===== config.mk =====
export PLATFORM = sky130hd
export DESIGN_NAME = line_span_rasterizer
export DESIGN_NICKNAME = d
export VERILOG_FILES = /design/src/sv/lsr_pkg.sv /design/src/sv/line_span_rasterizer.sv /design/src/sv/lsr_walker.sv /design/src/sv/lsr_out_reg.sv
export SDC_FILE = /design/constraint.sdc
export NUM_CORES = 1
export LEC_CHECK = 0
export ABC_AREA = 1
export BUFFER_PORTS_ARGS = -buffer_cell sky130_fd_sc_hd__buf_2
export CAP_MARGIN = 20
export CORE_ASPECT_RATIO = 1.5
export CORE_MARGIN = 2
export CORE_UTILIZATION = 35
export CTS_BUF_LIST = sky130_fd_sc_hd__clkbuf_8
export DETAILED_ROUTE_END_ITERATION = 10
export SYNTH_ARGS = -nofsm -noshare
export SYNTH_HDL_FRONTEND = slang
export SYNTH_HIERARCHICAL = 1
export SYNTH_SLANG_ARGS = --single-unit

===== constraint.sdc =====
create_clock -name clk -period 17.32 [get_ports clk]
set_input_delay 3.464 -clock clk [delete_from_list [all_inputs] [get_ports clk]]
set_output_delay 3.464 -clock clk [all_outputs]
set_load 0.02 [all_outputs]

===== src/sv/lsr_pkg.sv =====
// Shared definitions for the line span rasterizer.
// Holds operation codes and default widths; no dependencies.
`default_nettype none

package lsr_pkg;

  localparam int COORD_BITS_DEFAULT = 12;
  localparam int COLOR_BITS         = 16;

  typedef enum logic {
    OP_LOAD = 1'b0,
    OP_STEP = 1'b1
  } op_t;

endpackage

`default_nettype wire


===== src/sv/line_span_rasterizer.sv =====
// Line span rasterizer top level: walker plus result register.
// Depends on lsr_pkg, lsr_walker and lsr_out_reg.
`default_nettype none

// Takes one transfer per clock. A load (operation 0) stores a line and gives no
// result. Each step (operation 1) gives one result in the next cycle: a single
// span for a horizontal or vertical line, otherwise the end pixel followed by
// one Bresenham pixel per step from the start, with last set on the final one.
// The walk is one add and compare per step, so a line of N pixels drains in N
// steps at one per clock. A step while idle gives nothing; a load drops any
// line in progress. Input stalls only while a result waits on a stalled output.

module line_span_rasterizer
  import lsr_pkg::*;
#(
  parameter int COORD_BITS = COORD_BITS_DEFAULT
) (
  input  wire logic                  clk,
  input  wire logic                  rst,
  input  wire logic                  in_valid,
  output logic                       in_stall,
  input  wire logic                  operation,
  input  wire logic [COORD_BITS-1:0] start_x,
  input  wire logic [COORD_BITS-1:0] start_y,
  input  wire logic [COORD_BITS-1:0] end_x,
  input  wire logic [COORD_BITS-1:0] end_y,
  input  wire logic [COLOR_BITS-1:0] pen_color,
  output logic                       out_valid,
  input  wire logic                  out_stall,
  output logic [COORD_BITS-1:0]      pixel_x,
  output logic [COORD_BITS-1:0]      pixel_y,
  output logic [COORD_BITS:0]        run_width,
  output logic [COORD_BITS:0]        run_height,
  output logic [COLOR_BITS-1:0]      out_color,
  output logic                       last
);

  logic                  accept;
  logic                  res_valid;
  logic [COORD_BITS-1:0] res_x, res_y;
  logic [COORD_BITS:0]   res_width, res_height;
  logic [COLOR_BITS-1:0] res_color;
  logic                  res_last;

  assign accept = in_valid && !in_stall;

  lsr_walker #(
    .COORD_BITS(COORD_BITS)
  ) u_walker (
    .clk       (clk),
    .rst       (rst),
    .accept    (accept),
    .operation (operation),
    .start_x   (start_x),
    .start_y   (start_y),
    .end_x     (end_x),
    .end_y     (end_y),
    .pen_color (pen_color),
    .res_valid (res_valid),
    .res_x     (res_x),
    .res_y     (res_y),
    .res_width (res_width),
    .res_height(res_height),
    .res_color (res_color),
    .res_last  (res_last)
  );

  lsr_out_reg #(
    .COORD_BITS(COORD_BITS)
  ) u_out_reg (
    .clk       (clk),
    .rst       (rst),
    .load      (res_valid),
    .res_x     (res_x),
    .res_y     (res_y),
    .res_width (res_width),
    .res_height(res_height),
    .res_color (res_color),
    .res_last  (res_last),
    .out_stall (out_stall),
    .out_valid (out_valid),
    .busy_out  (in_stall),
    .pixel_x   (pixel_x),
    .pixel_y   (pixel_y),
    .run_width (run_width),
    .run_height(run_height),
    .out_color (out_color),
    .last      (last)
  );

endmodule

`default_nettype wire


===== src/sv/lsr_walker.sv =====
// Line state and Bresenham step logic: one transfer in, at most one result out.
// Uses lsr_pkg for operation codes and color width.
`default_nettype none

module lsr_walker
  import lsr_pkg::*;
#(
  parameter int COORD_BITS = COORD_BITS_DEFAULT
) (
  input  wire logic                  clk,
  input  wire logic                  rst,
  input  wire logic                  accept,
  input  wire logic                  operation,
  input  wire logic [COORD_BITS-1:0] start_x,
  input  wire logic [COORD_BITS-1:0] start_y,
  input  wire logic [COORD_BITS-1:0] end_x,
  input  wire logic [COORD_BITS-1:0] end_y,
  input  wire logic [COLOR_BITS-1:0] pen_color,
  output logic                       res_valid,
  output logic [COORD_BITS-1:0]      res_x,
  output logic [COORD_BITS-1:0]      res_y,
  output logic [COORD_BITS:0]        res_width,
  output logic [COORD_BITS:0]        res_height,
  output logic [COLOR_BITS-1:0]      res_color,
  output logic                       res_last
);

  localparam int ERR_W = COORD_BITS + 2;
  localparam int RUN_W = COORD_BITS + 1;

  logic                    busy, busy_next;
  logic                    axis_span_pending, axis_span_pending_next;
  logic                    end_pixel_pending, end_pixel_pending_next;
  logic [COORD_BITS-1:0]   walk_x, walk_x_next;
  logic [COORD_BITS-1:0]   walk_y, walk_y_next;
  logic [COORD_BITS-1:0]   target_x, target_x_next;
  logic [COORD_BITS-1:0]   target_y, target_y_next;
  logic [COORD_BITS-1:0]   delta_x, delta_x_next;
  logic [COORD_BITS-1:0]   delta_y, delta_y_next;
  logic                    step_x_negative, step_x_negative_next;
  logic                    step_y_negative, step_y_negative_next;
  logic signed [ERR_W-1:0] error_term, error_term_next;
  logic [COLOR_BITS-1:0]   line_color, line_color_next;
  logic [RUN_W-1:0]        span_w, span_w_next;
  logic [RUN_W-1:0]        span_h, span_h_next;

  logic [COORD_BITS-1:0]   lo_x, hi_x, lo_y, hi_y;
  logic [COORD_BITS-1:0]   dx_load, dy_load;
  logic                    sxn_load, syn_load;
  logic signed [ERR_W-1:0] e2, dx_s, dy_s;
  logic                    move_x, move_y;
  logic [COORD_BITS-1:0]   nx, ny;

  always_comb begin
    lo_x     = (start_x < end_x) ? start_x : end_x;
    hi_x     = (start_x < end_x) ? end_x : start_x;
    lo_y     = (start_y < end_y) ? start_y : end_y;
    hi_y     = (start_y < end_y) ? end_y : start_y;
    sxn_load = !(start_x < end_x);
    syn_load = !(start_y < end_y);
    dx_load  = sxn_load ? start_x - end_x : end_x - start_x;
    dy_load  = syn_load ? start_y - end_y : end_y - start_y;

    dx_s   = $signed({2'b00, delta_x});
    dy_s   = $signed({2'b00, delta_y});
    e2     = error_term <<< 1;
    move_x = e2 > -dy_s;
    move_y = e2 < dx_s;
    nx     = move_x ? (step_x_negative ? walk_x - 1'b1 : walk_x + 1'b1) : walk_x;
    ny     = move_y ? (step_y_negative ? walk_y - 1'b1 : walk_y + 1'b1) : walk_y;

    busy_next              = busy;
    axis_span_pending_next = axis_span_pending;
    end_pixel_pending_next = end_pixel_pending;
    walk_x_next            = walk_x;
    walk_y_next            = walk_y;
    target_x_next          = target_x;
    target_y_next          = target_y;
    delta_x_next           = delta_x;
    delta_y_next           = delta_y;
    step_x_negative_next   = step_x_negative;
    step_y_negative_next   = step_y_negative;
    error_term_next        = error_term;
    line_color_next        = line_color;
    span_w_next            = span_w;
    span_h_next            = span_h;

    res_valid  = 1'b0;
    res_x      = walk_x;
    res_y      = walk_y;
    res_width  = RUN_W'(1);
    res_height = RUN_W'(1);
    res_color  = line_color;
    res_last   = 1'b0;

    if (accept) begin
      case (op_t'(operation))
        OP_LOAD: begin
          line_color_next        = pen_color;
          busy_next              = 1'b1;
          axis_span_pending_next = 1'b0;
          end_pixel_pending_next = 1'b0;
          if (start_x == end_x || start_y == end_y) begin
            axis_span_pending_next = 1'b1;
            walk_x_next            = lo_x;
            walk_y_next            = lo_y;
            span_w_next            = {1'b0, hi_x} - {1'b0, lo_x} + RUN_W'(1);
            span_h_next            = {1'b0, hi_y} - {1'b0, lo_y} + RUN_W'(1);
          end else begin
            end_pixel_pending_next = 1'b1;
            walk_x_next            = start_x;
            walk_y_next            = start_y;
            target_x_next          = end_x;
            target_y_next          = end_y;
            step_x_negative_next   = sxn_load;
            step_y_negative_next   = syn_load;
            delta_x_next           = dx_load;
            delta_y_next           = dy_load;
            error_term_next        = $signed({2'b00, dx_load}) - $signed({2'b00, dy_load});
          end
        end
        OP_STEP: begin
          if (busy) begin
            res_valid = 1'b1;
            if (axis_span_pending) begin
              res_width              = span_w;
              res_height             = span_h;
              res_last               = 1'b1;
              axis_span_pending_next = 1'b0;
              busy_next              = 1'b0;
            end else if (end_pixel_pending) begin
              res_x                  = target_x;
              res_y                  = target_y;
              end_pixel_pending_next = 1'b0;
            end else begin
              error_term_next = error_term - (move_x ? dy_s : '0) + (move_y ? dx_s : '0);
              walk_x_next     = nx;
              walk_y_next     = ny;
              res_last        = (nx == target_x) && (ny == target_y);
              if (res_last) begin
                busy_next = 1'b0;
              end
            end
          end
        end
        default: begin
          res_valid = 1'b0;
        end
      endcase
    end
  end

  always_ff @(posedge clk) begin
    if (rst) begin
      busy              <= 1'b0;
      axis_span_pending <= 1'b0;
      end_pixel_pending <= 1'b0;
    end else begin
      busy              <= busy_next;
      axis_span_pending <= axis_span_pending_next;
      end_pixel_pending <= end_pixel_pending_next;
    end
  end

  always_ff @(posedge clk) begin
    walk_x          <= walk_x_next;
    walk_y          <= walk_y_next;
    target_x        <= target_x_next;
    target_y        <= target_y_next;
    delta_x         <= delta_x_next;
    delta_y         <= delta_y_next;
    step_x_negative <= step_x_negative_next;
    step_y_negative <= step_y_negative_next;
    error_term      <= error_term_next;
    line_color      <= line_color_next;
    span_w          <= span_w_next;
    span_h          <= span_h_next;
  end

endmodule

`default_nettype wire


===== src/sv/lsr_out_reg.sv =====
// Result register between the walker and the output channel.
// Uses lsr_pkg for color width.
`default_nettype none

module lsr_out_reg
  import lsr_pkg::*;
#(
  parameter int COORD_BITS = COORD_BITS_DEFAULT
) (
  input  wire logic                  clk,
  input  wire logic                  rst,
  input  wire logic                  load,
  input  wire logic [COORD_BITS-1:0] res_x,
  input  wire logic [COORD_BITS-1:0] res_y,
  input  wire logic [COORD_BITS:0]   res_width,
  input  wire logic [COORD_BITS:0]   res_height,
  input  wire logic [COLOR_BITS-1:0] res_color,
  input  wire logic                  res_last,
  input  wire logic                  out_stall,
  output logic                       out_valid,
  output logic                       busy_out,
  output logic [COORD_BITS-1:0]      pixel_x,
  output logic [COORD_BITS-1:0]      pixel_y,
  output logic [COORD_BITS:0]        run_width,
  output logic [COORD_BITS:0]        run_height,
  output logic [COLOR_BITS-1:0]      out_color,
  output logic                       last
);

  assign busy_out = out_valid && out_stall;

  always_ff @(posedge clk) begin
    if (rst) begin
      out_valid <= 1'b0;
    end else if (load) begin
      out_valid <= 1'b1;
    end else if (!out_stall) begin
      out_valid <= 1'b0;
    end
  end

  always_ff @(posedge clk) begin
    if (load) begin
      pixel_x    <= res_x;
      pixel_y    <= res_y;
      run_width  <= res_width;
      run_height <= res_height;
      out_color  <= res_color;
      last       <= res_last;
    end
  end

endmodule

`default_nettype wire


### After elaboration in Yosys (flattened, before gate mapping)

Cells that the tools add are included.

* flip-flop bits (word level): 201
* input bits: 69
* word-level logic and storage cells: 125

* $add $sub $neg: 16
* $lt $le $gt $ge: 4
* eq/ne operators: 9
* multiplexer cells: 56
* bitwise gates (word level): 2
* reduce and logical (&&, ||, !) cells: 16

Operators by type and width (number)
* two-way mux 12 bit: 30
* two-way mux 14 bit: 4
* == test 12 bit: 4
* one-hot mux 12 bit (2 select lines): 2
* subtractor 12 bit: 4
* subtractor 12 x 12 -> 13 bit: 3
* one-hot mux 14 bit (2 select lines): 1
* adder 13 x 1 -> 13 bit, second input constant: 2
* adder 12 x 1 -> 12 bit, second input constant: 2
* < comparator 12 bit: 2
* subtractor 12 x 1 -> 12 bit, second input constant: 2
* two-way mux 1 bit: 16
* adder 14 bit: 1
* > comparator 14 bit: 1
* < comparator 14 x 13 -> 1 bit: 1
* negator 12 -> 14 bit: 1
* subtractor 14 bit: 1
* AND reduction 3 bit: 4
* AND reduction 4 bit: 2
* != test 2 bit, second input constant: 3
* one-hot mux 1 bit (2 select lines): 3
* AND reduction 5 bit: 1
* != test 2 x 1 -> 1 bit, second input constant: 2
* AND reduction 2 bit: 2
* 4 further kinds: 9

### Logic depth before layout (Yosys ltp)

Gate-level depths: netlist (run 1).

* word-level depth: 10
* mapped depth: 39

### Hierarchy

The synthesis (run 1) kept the hierarchy.

Modules (own cells, without submodules)
* lsr_walker: times used 1, cells an instance 1706, area an instance 12630.9 um^2, sequential area each 3933.8 um^2
* lsr_out_reg: times used 1, cells an instance 72, area an instance 2052.0 um^2, sequential area each 2031.9 um^2
* line_span_rasterizer: times used 1, cells an instance 2, area an instance 10.0 um^2, sequential area each 0.0 um^2

### Worst setup path before layout (run 1)

No wires, ideal clock.

* kind: input to register
* from: in out_stall
* to: reg u_out_reg.run_height[0], data pin
* setup time: 0.265 ns
* arrival time: 7.872 ns
* data required time: 17.055 ns
* slack: 9.183 ns
* stages: 7
* cell sequence: nand2_1 > inv_1 > nor2_2 > nand2_1 > nor2_1 > nand2_1 > or2_2

* word-level cells in the longest chain between the ends: 4

Ends and longest elaborated chain
* start: declaration: RTL line line_span_rasterizer.sv:29 `input wire logic out_stall,`
* logical AND 1 bit: RTL line lsr_out_reg.sv:30 `assign busy_out = out_valid && out_stall;`
* via in_stall: RTL line line_span_rasterizer.sv:21 `output logic in_stall,`
* logical NOT 1 bit: RTL line line_span_rasterizer.sv:45 `assign accept = in_valid && !in_stall;`
* logical AND 1 bit: RTL line line_span_rasterizer.sv:45
* via accept: RTL line line_span_rasterizer.sv:38 `logic accept;`
* AND reduction 4 bit (no line)
* end signal: assignment: RTL line lsr_out_reg.sv:47 `run_height <= res_height;`
* end: declaration: RTL line lsr_out_reg.sv:25 `output logic [COORD_BITS:0] run_height,`

The timed path passes the listed nets, and every way through them passes these cells.
A chain may end at the register's enable or synchronous reset.

### Worst setup path in the final report (run 1)

* from: in start_x[8]
* to: reg u_walker.error_term[11], data pin

* word-level cells in the longest chain between the ends: 5
* elaborated cells on any way between the ends: 7
* classes of those cells: add/sub: 3; order compare: 1; mux: 3

Ends and longest elaborated chain
* start: declaration: RTL line line_span_rasterizer.sv:23 `input wire logic [COORD_BITS-1:0] start_x,`
* < comparator 12 bit: RTL line lsr_walker.sv:59 `sxn_load = !(start_x < end_x);`
* two-way mux 12 bit: RTL line lsr_walker.sv:61 `dx_load = sxn_load ? start_x - end_x : end_x - start_x;`
* via u_walker.dx_load[6]: RTL line lsr_walker.sv:48 `logic [COORD_BITS-1:0] dx_load, dy_load;`
* subtractor 12 x 12 -> 13 bit: RTL line lsr_walker.sv:119 `error_term_next = $signed({2'b00, dx_load}) - $signed({2'b00, dy_load});`
* two-way mux 14 bit: RTL line lsr_walker.sv:103 `if (start_x == end_x || start_y == end_y) begin`
* one-hot mux 14 bit (2 select lines): RTL line lsr_walker.sv:97 `case (op_t'(operation))`
* end signal: assignment: RTL line lsr_walker.sv:174 `error_term <= error_term_next;`
* end: declaration: RTL line lsr_walker.sv:42 `logic signed [ERR_W-1:0] error_term, error_term_next;`

The timed path passes the listed nets, and every way through them passes these cells. The select of a mux whose other input is x is not followed.

==> flow_summary.toml, run 1 <==
[power_and_ir_drop]
combPwrFrac_pct = 49.9
p_per_area_nw_per_um2 = 111.5
p_sw_share_pct = 43.90
p_clk_share_pct = 16.0
power_mw = 1.827
power_frac_seq_pct = 34.1
vdd_ir_drop_max_uv = 63.24
p_int_mw = 1.025
p_leak_nw = 7.952
netSwitchingPower_uw = 802.0

[floorplan]
pin_count = 138
start_util_pct = 35.55
num_rows = 91
die_h_um = 254.9
die_w_um = 171.3
core-area_um2 = 41330
die-area_um2 = 43670

[job]
max_cap_viol_count = 0

[sta]
hold_viol = 0
maxSlewHeadroom_pct = 32.88
slew_violations = 0
setup_ws_ns = 9.558
clock_skew_ns = 0.02645
rsz0062_at_grt = "false"
max_freq_mhz = 128.8
finalSetupViolCount = 0
period_share_pct = 44.82
setup_tns_ns = 0
period_needed_ns = 7.762
worstMarginPinSlew_ns = 1.004

[setup_path]
critical_path_class = "primary input to register"
cp_common_cell = "nand2_1"
path_depth = 25
crit_arrival_ns = 8.02
worst-path-buf-inv = 4
required_ns = 17.58
crit_end = "u_walker/error_term[11]"
slowest_stage = "nand3_2"
crit_start = "start_x[8]"
r2r-end = "u_walker/error_term[12]"
path_max_fanout = 42
cp-start-kind = "primary input"
r2r_slack_ns = 10.81
reg2reg_from = "u_walker/delta_y[1]"
r2r_cells = 32
crit_family = "simple AND/OR/NAND/NOR gates"
endpoint_kind = "register"
critPathMaxStageDelay_ns = 0.58

[cells_and_area]
nNetsFinal = 2138
layout_common_cells = "nand2_1 (416), inv_1 (325), edfxtp_1 (196)"
area.growth.synth_to_final_pct = 11.53
drive_above_1_share_pct = 10.76
fin_util_pct = 39.65
final_common_cell = "nand2_1"

[placement]
io_buffers = 137
post-dp-hpwl_um = 33380
gp_congestion = 0.8742
preCtsSetupSlack_ns = 9.034

[clocking]
cts_tree = "done"
clk_latency_ns = 0.52
holdBufCountCts = 0
cts_setup_buffers = 0
cts_buffers = 17
root_buffer = "clkbuf_8"
clock_sinks = 200
cts_resized = 0
htree_levels = 4
clockBufferDepth = 2
cts.clk_slew.worst_paths_ns = 0.11

[synth]
synth_edf_count = 196
synth.avg_cell_area_um2 = 8.254
yosysWarnings = 6
yosysSeqAreaShare_pct = 40.60
synth-main-ff-cell = "edfxtp_1"
synthDistinctLibCells = 50
synth_nets = 2007
syn_area_um2 = 14690
postSynthCellCount = 1780
ys_ff_latch = 200
async_flop_share_pct = 0

[route]
drt_wl_total_um = 41480
highest_layer = "met4"
firstDrtPassIters = 6
drt_iter0_markers = 711
drc = 0
ant_nets = 0
vias = 12140
viasPerCell = 4.890
met3WireLength_um = 1622
wire_per_inst_um = 16.71
met1_length_um = 17120
wl_met2_um = 21180

[worst_hold_path]
min_path_type = "register to register"

[global_route]
grt_pass1_wl_um = 64600
track_usage_pct = 19.32
antenna_found_initial = 1
grt_max_degree = 69
grt_overflow = 0
grt_pass1_vias = 12120

[status]
outcome = "finished, final reports clean"
## synthesized netlist by cell type (10+ instances only)
cell | count | area, µm²
nand2_1 | 416 | 1562
a21oi_1 | 113 | 565.5
nor3_1 | 10 | 50.05
inv_1 | 324 | 1216
clkbuf_1 | 19 | 71.32
nand3_1 | 97 | 485.5
o221ai_1 | 14 | 122.6
xor2_1 | 51 | 446.7
o211ai_1 | 13 | 97.59
o21ai_0 | 99 | 495.5
nand4_1 | 10 | 62.56
nor2_1 | 123 | 461.7
ha_1 | 137 | 1714
fa_1 | 21 | 420.4
edfxtp_1 | 196 | 5886
o21bai_1 | 10 | 75.07
xnor2_1 | 19 | 166.4
## kinds of logic after synthesis
kind of cell | after synthesis | share of synthesized area, %
buffers and inverters | 366 | 9.597
and+or+nand+nor | 690 | 19.60
adders and majority gates | 158 | 14.53
AOI/OAI and AO/OA | 295 | 11.43
muxes | 1 | 0.06813
xor gates and xnor gates | 70 | 4.173
DFF | 200 | 40.60
## flip-flops by register name, summed over array words and instances, names as in the netlist
name and flops:
u_walker/axis_span_pending 1, u_walker/busy 1, u_walker/walk_y 12, u_walker/step_y_negative 1, u_walker/res_color 16, u_out_reg/pixel_y 12
u_walker/span_h 13, u_walker/delta_y 12, u_out_reg/run_width 13, u_walker/delta_x 12, u_walker/step_x_negative 1, u_out_reg/out_color 16
u_walker/span_w 13, u_out_reg/last 1, u_walker/error_term 13, u_out_reg/out_valid 1, u_walker/end_pixel_pending 1, u_out_reg/pixel_x 12
u_walker/target_y 12, u_out_reg/run_height 13, u_walker/walk_x 12, u_walker/target_x 12
## worst min path at each step
stage | cells after the start | slack [ns] | start | end
after floorplan | 0 | 0.40 | u_walker/res_color[0] | u_out_reg/out_color[0]
after global placement | 0 | 0.40 | u_walker/res_color[9] | u_out_reg/out_color[9]
after detailed placement | 0 | 0.40 | u_walker/res_color[10] | u_out_reg/out_color[10]
after CTS | 0 | 0.43 | u_walker/res_color[9] | u_out_reg/out_color[9]
after global routing | 0 | 0.44 | u_walker/res_color[6] | u_out_reg/out_color[6]
final | 0 | 0.43 | u_walker/res_color[9] | u_out_reg/out_color[9]
## per-stage QoR
stage,std cells,hold slack (ns),instance area [µm²]
after global routing,2483,0.4398,16390
after global placement,2450,0.4005,16010
final,2483,0.4262,16390
after detailed placement,2450,0.4045,16010
after CTS,2482,0.4305,16380
after floorplan,1780,0.4003,14690
## power by group through the flow
stage	Combinational, mW	Sequential [mW]	Clock (mW)
2_1_floorplan	0.681	0.626	0
3_3_place_gp	0.901	0.634	0
3_5_place_dp	0.904	0.634	0
4_1_cts	0.911	0.623	0.308
5_1_grt	1.05	0.628	0.319
6_report	0.911	0.623	0.293
## per-layer routing
metal / global-route usage [%] / up-vias
met5: 0 / -
met4: 8.305 / 0
li1: - / 6114
met3: 2.598 / 52
met1: 23.13 / 5691
met2: 34.49 / 285
## worst register-to-register path, delay by kind of cell, from the launching register on
kind | cells | cell delay, ns
buf+inv | 3 | 0.19
simple gates | 18 | 3.15
compound gates | 8 | 1.10
flops | 1 | 0.47
fa+ha+maj | 3 | 1.32
## area by class of cell
| cell class | count | area (µm²) |
|---|---|---|
| Timing Repair Buffer | 148 | 768.2 |
| Inverter | 330 | 1241 |
| Clock inverter | 15 | 140.1 |
| Fill cell | 4234 | 24940 |
| Multi-Input combinational cell | 1214 | 7337 |
| Clock buffer | 17 | 234.0 |
| Tap cell | 558 | 698.2 |
| Antenna cell | 1 | 2.502 |
| Sequential cell | 200 | 5966 |
Note: power is estimated with default switching activity, not from simulation.
==> run 2: changes to the inputs <==
- clock period: 17.32 -> 6.85 ns (I/O delays scaled with it)
==> run 2 against run 1 <==
Effect of this change: flip-flop and latch count is the same; first-iteration DRC count grew 7.2%; clock-buffer cell count is the same.
==> flow_summary.toml, run 2 (synthesis gave the netlist of run 1 again) <==
[status]
outcome = "finished, final reports clean"

[route]
firstDrtPassIters = 5
vias = 12220
ant_nets = 0
drt_wl_total_um = 42030
drc = 0
wire_per_inst_um = 16.91
viasPerCell = 4.916
drt_iter0_markers = 762

[placement]
gp_congestion = 0.8702
post-place-cells = 2452
place_area_um2 = 16030
post-dp-hpwl_um = 34200
io_buffers = 137
preCtsSetupSlack_ns = 0.5576

[clocking]
cts.clk_slew.worst_paths_ns = 0.11
cts_resized = 0
cts_setup_buffers = 0
holdBufCountCts = 0
clockBufferDepth = 2
clk_latency_ns = 0.51
cts_tree = "done"
htree_levels = 4
cts_buffers = 17
clock_sinks = 200
root_buffer = "clkbuf_8"

[sta]
maxSlewHeadroom_pct = 32.96
period_needed_ns = 5.802
period_share_pct = 84.70
slew_violations = 0
finalSetupViolCount = 0
clock_skew_ns = 0.01937
worstMarginPinSlew_ns = 1.006
rsz0062_at_grt = "false"
setup_tns_ns = 0
hold_viol = 0
setup_ws_ns = 1.048
max_freq_mhz = 172.3
fin_hold_ws_ns = 0.4139

[power_and_ir_drop]
p_clk_share_pct = 15.8
p_int_mw = 2.599
p_sw_share_pct = 44.36
vdd_ir_drop_max_uv = 108.2
netSwitchingPower_mw = 2.072
p_leak_nw = 7.967
combPwrFrac_pct = 50.3
p_per_area_nw_per_um2 = 284.6
power_frac_seq_pct = 33.9

[setup_path]
required_ns = 7.11
r2r-end = "u_walker/error_term[12]"
r2r_cells = 32
reg2reg_from = "u_walker/delta_y[2]"
r2r_slack_ns = 1.26
crit_start = "start_x[8]"
crit_arrival_ns = 6.06
endpoint_kind = "register"
path_max_fanout = 29
cp-start-kind = "primary input"
critical_path_class = "primary input to register"

[cells_and_area]
nNetsFinal = 2141
fin_cells = 2486
drive_above_1_share_pct = 10.90
final_common_cell = "nand2_1"
final_cell_area_um2 = 16410
layout_common_cells = "nand2_1 (416), inv_1 (324), edfxtp_1 (196)"
area.growth.synth_to_final_pct = 11.70

[global_route]
grt_max_degree = 69
grt_pass1_wl_um = 64490
antenna_found_initial = 1
grt_pass1_vias = 12020
grt_overflow = 0
track_usage_pct = 19.50

[worst_hold_path]
hp-start = "u_walker/res_color[13]"
min_path_type = "register to register"
min_to = "u_out_reg/out_color[13]"
hold_depth = 0

[floorplan]
die_w_um = 171.3
die-area_um2 = 43670
core-area_um2 = 41330
pin_count = 138
num_rows = 91
start_util_pct = 35.55
die_h_um = 254.9

[job]
max_cap_viol_count = 0
[run 2: metal layers]
| metal | share of wire, % | vias up | GRT usage (%) | wire, µm |
|---|---|---|---|---|
| met2 | 50 | 328 | 34.76 | 21150 |
| met5 | 0 | - | 0 | 0 |
| met4 | 5.5 | 0 | 11.16 | 2317 |
| li1 | - | 6132 | - | - |
| met3 | 4.0 | 89 | 2.428 | 1672 |
| met1 | 40 | 5671 | 22.38 | 16890 |
[run 2: area by class of cell]
class / instances / area [µm²]
Clock inverter: 15 / 135.1
Tap cell: 558 / 698.2
Clock buffer: 17 / 234.0
Inverter: 330 / 1241
Fill cell: 4207 / 24920
Multi-Input combinational cell: 1214 / 7337
Sequential cell: 200 / 5966
Timing Repair Buffer: 151 / 798.3
Antenna cell: 1 / 2.502
[run 2: critical path, cell delays in order]
cell and delay, ns:
buf_2 0.09, inv_1 0.07, ha_1 0.48, nand2_1 0.15, nor3_1 0.50, nand3_1 0.18, nand3_2 0.43, inv_2 0.18
nand2_1 0.12, a21oi_1 0.07, a211oi_1 0.31, xor2_1 0.22, inv_1 0.15, ha_1 0.37, a21oi_1 0.17, o21ai_0 0.09
a21oi_1 0.20, nor2_1 0.08, o21ai_0 0.17, nand2_1 0.10, nand2_1 0.10, nand2_1 0.06, a21o_1 0.16, o21ai_0 0.16
nand2_1 0.07
[run 2: metrics by stage]
stage / total power [mW] / utilization (%)
after CTS: 4.714 / 39.67
after floorplan: 3.306 / -
final: 4.671 / 39.71
after detailed placement: 3.952 / 38.77
after global routing: 5.077 / 39.71
after global placement: 3.914 / 38.77
[run 2: worst max-delay path by stage]
| stage | to | slack [ns] | depth (start not counted) |
|---|---|---|---|
| after floorplan | u_out_reg/run_height[0] | 0.81 | 7 |
| after global routing | u_walker/error_term[11] | 0.57 | 25 |
| after global placement | u_walker/error_term[11] | 0.52 | 25 |
| after CTS | u_walker/error_term[11] | 1.09 | 25 |
| after detailed placement | u_walker/error_term[11] | 0.56 | 25 |
| final | u_walker/error_term[11] | 1.05 | 25 |
[run 2: power by group through the flow]
| stage | clock, mW | sequential [mW] | combinational (mW) |
|---|---|---|---|
| after floorplan | 0 | 1.58 | 1.72 |
| after global placement | 0 | 1.61 | 2.30 |
| after detailed placement | 0 | 1.61 | 2.34 |
| after CTS | 0.774 | 1.58 | 2.36 |
| after global routing | 0.808 | 1.59 | 2.68 |
| final | 0.737 | 1.58 | 2.35 |
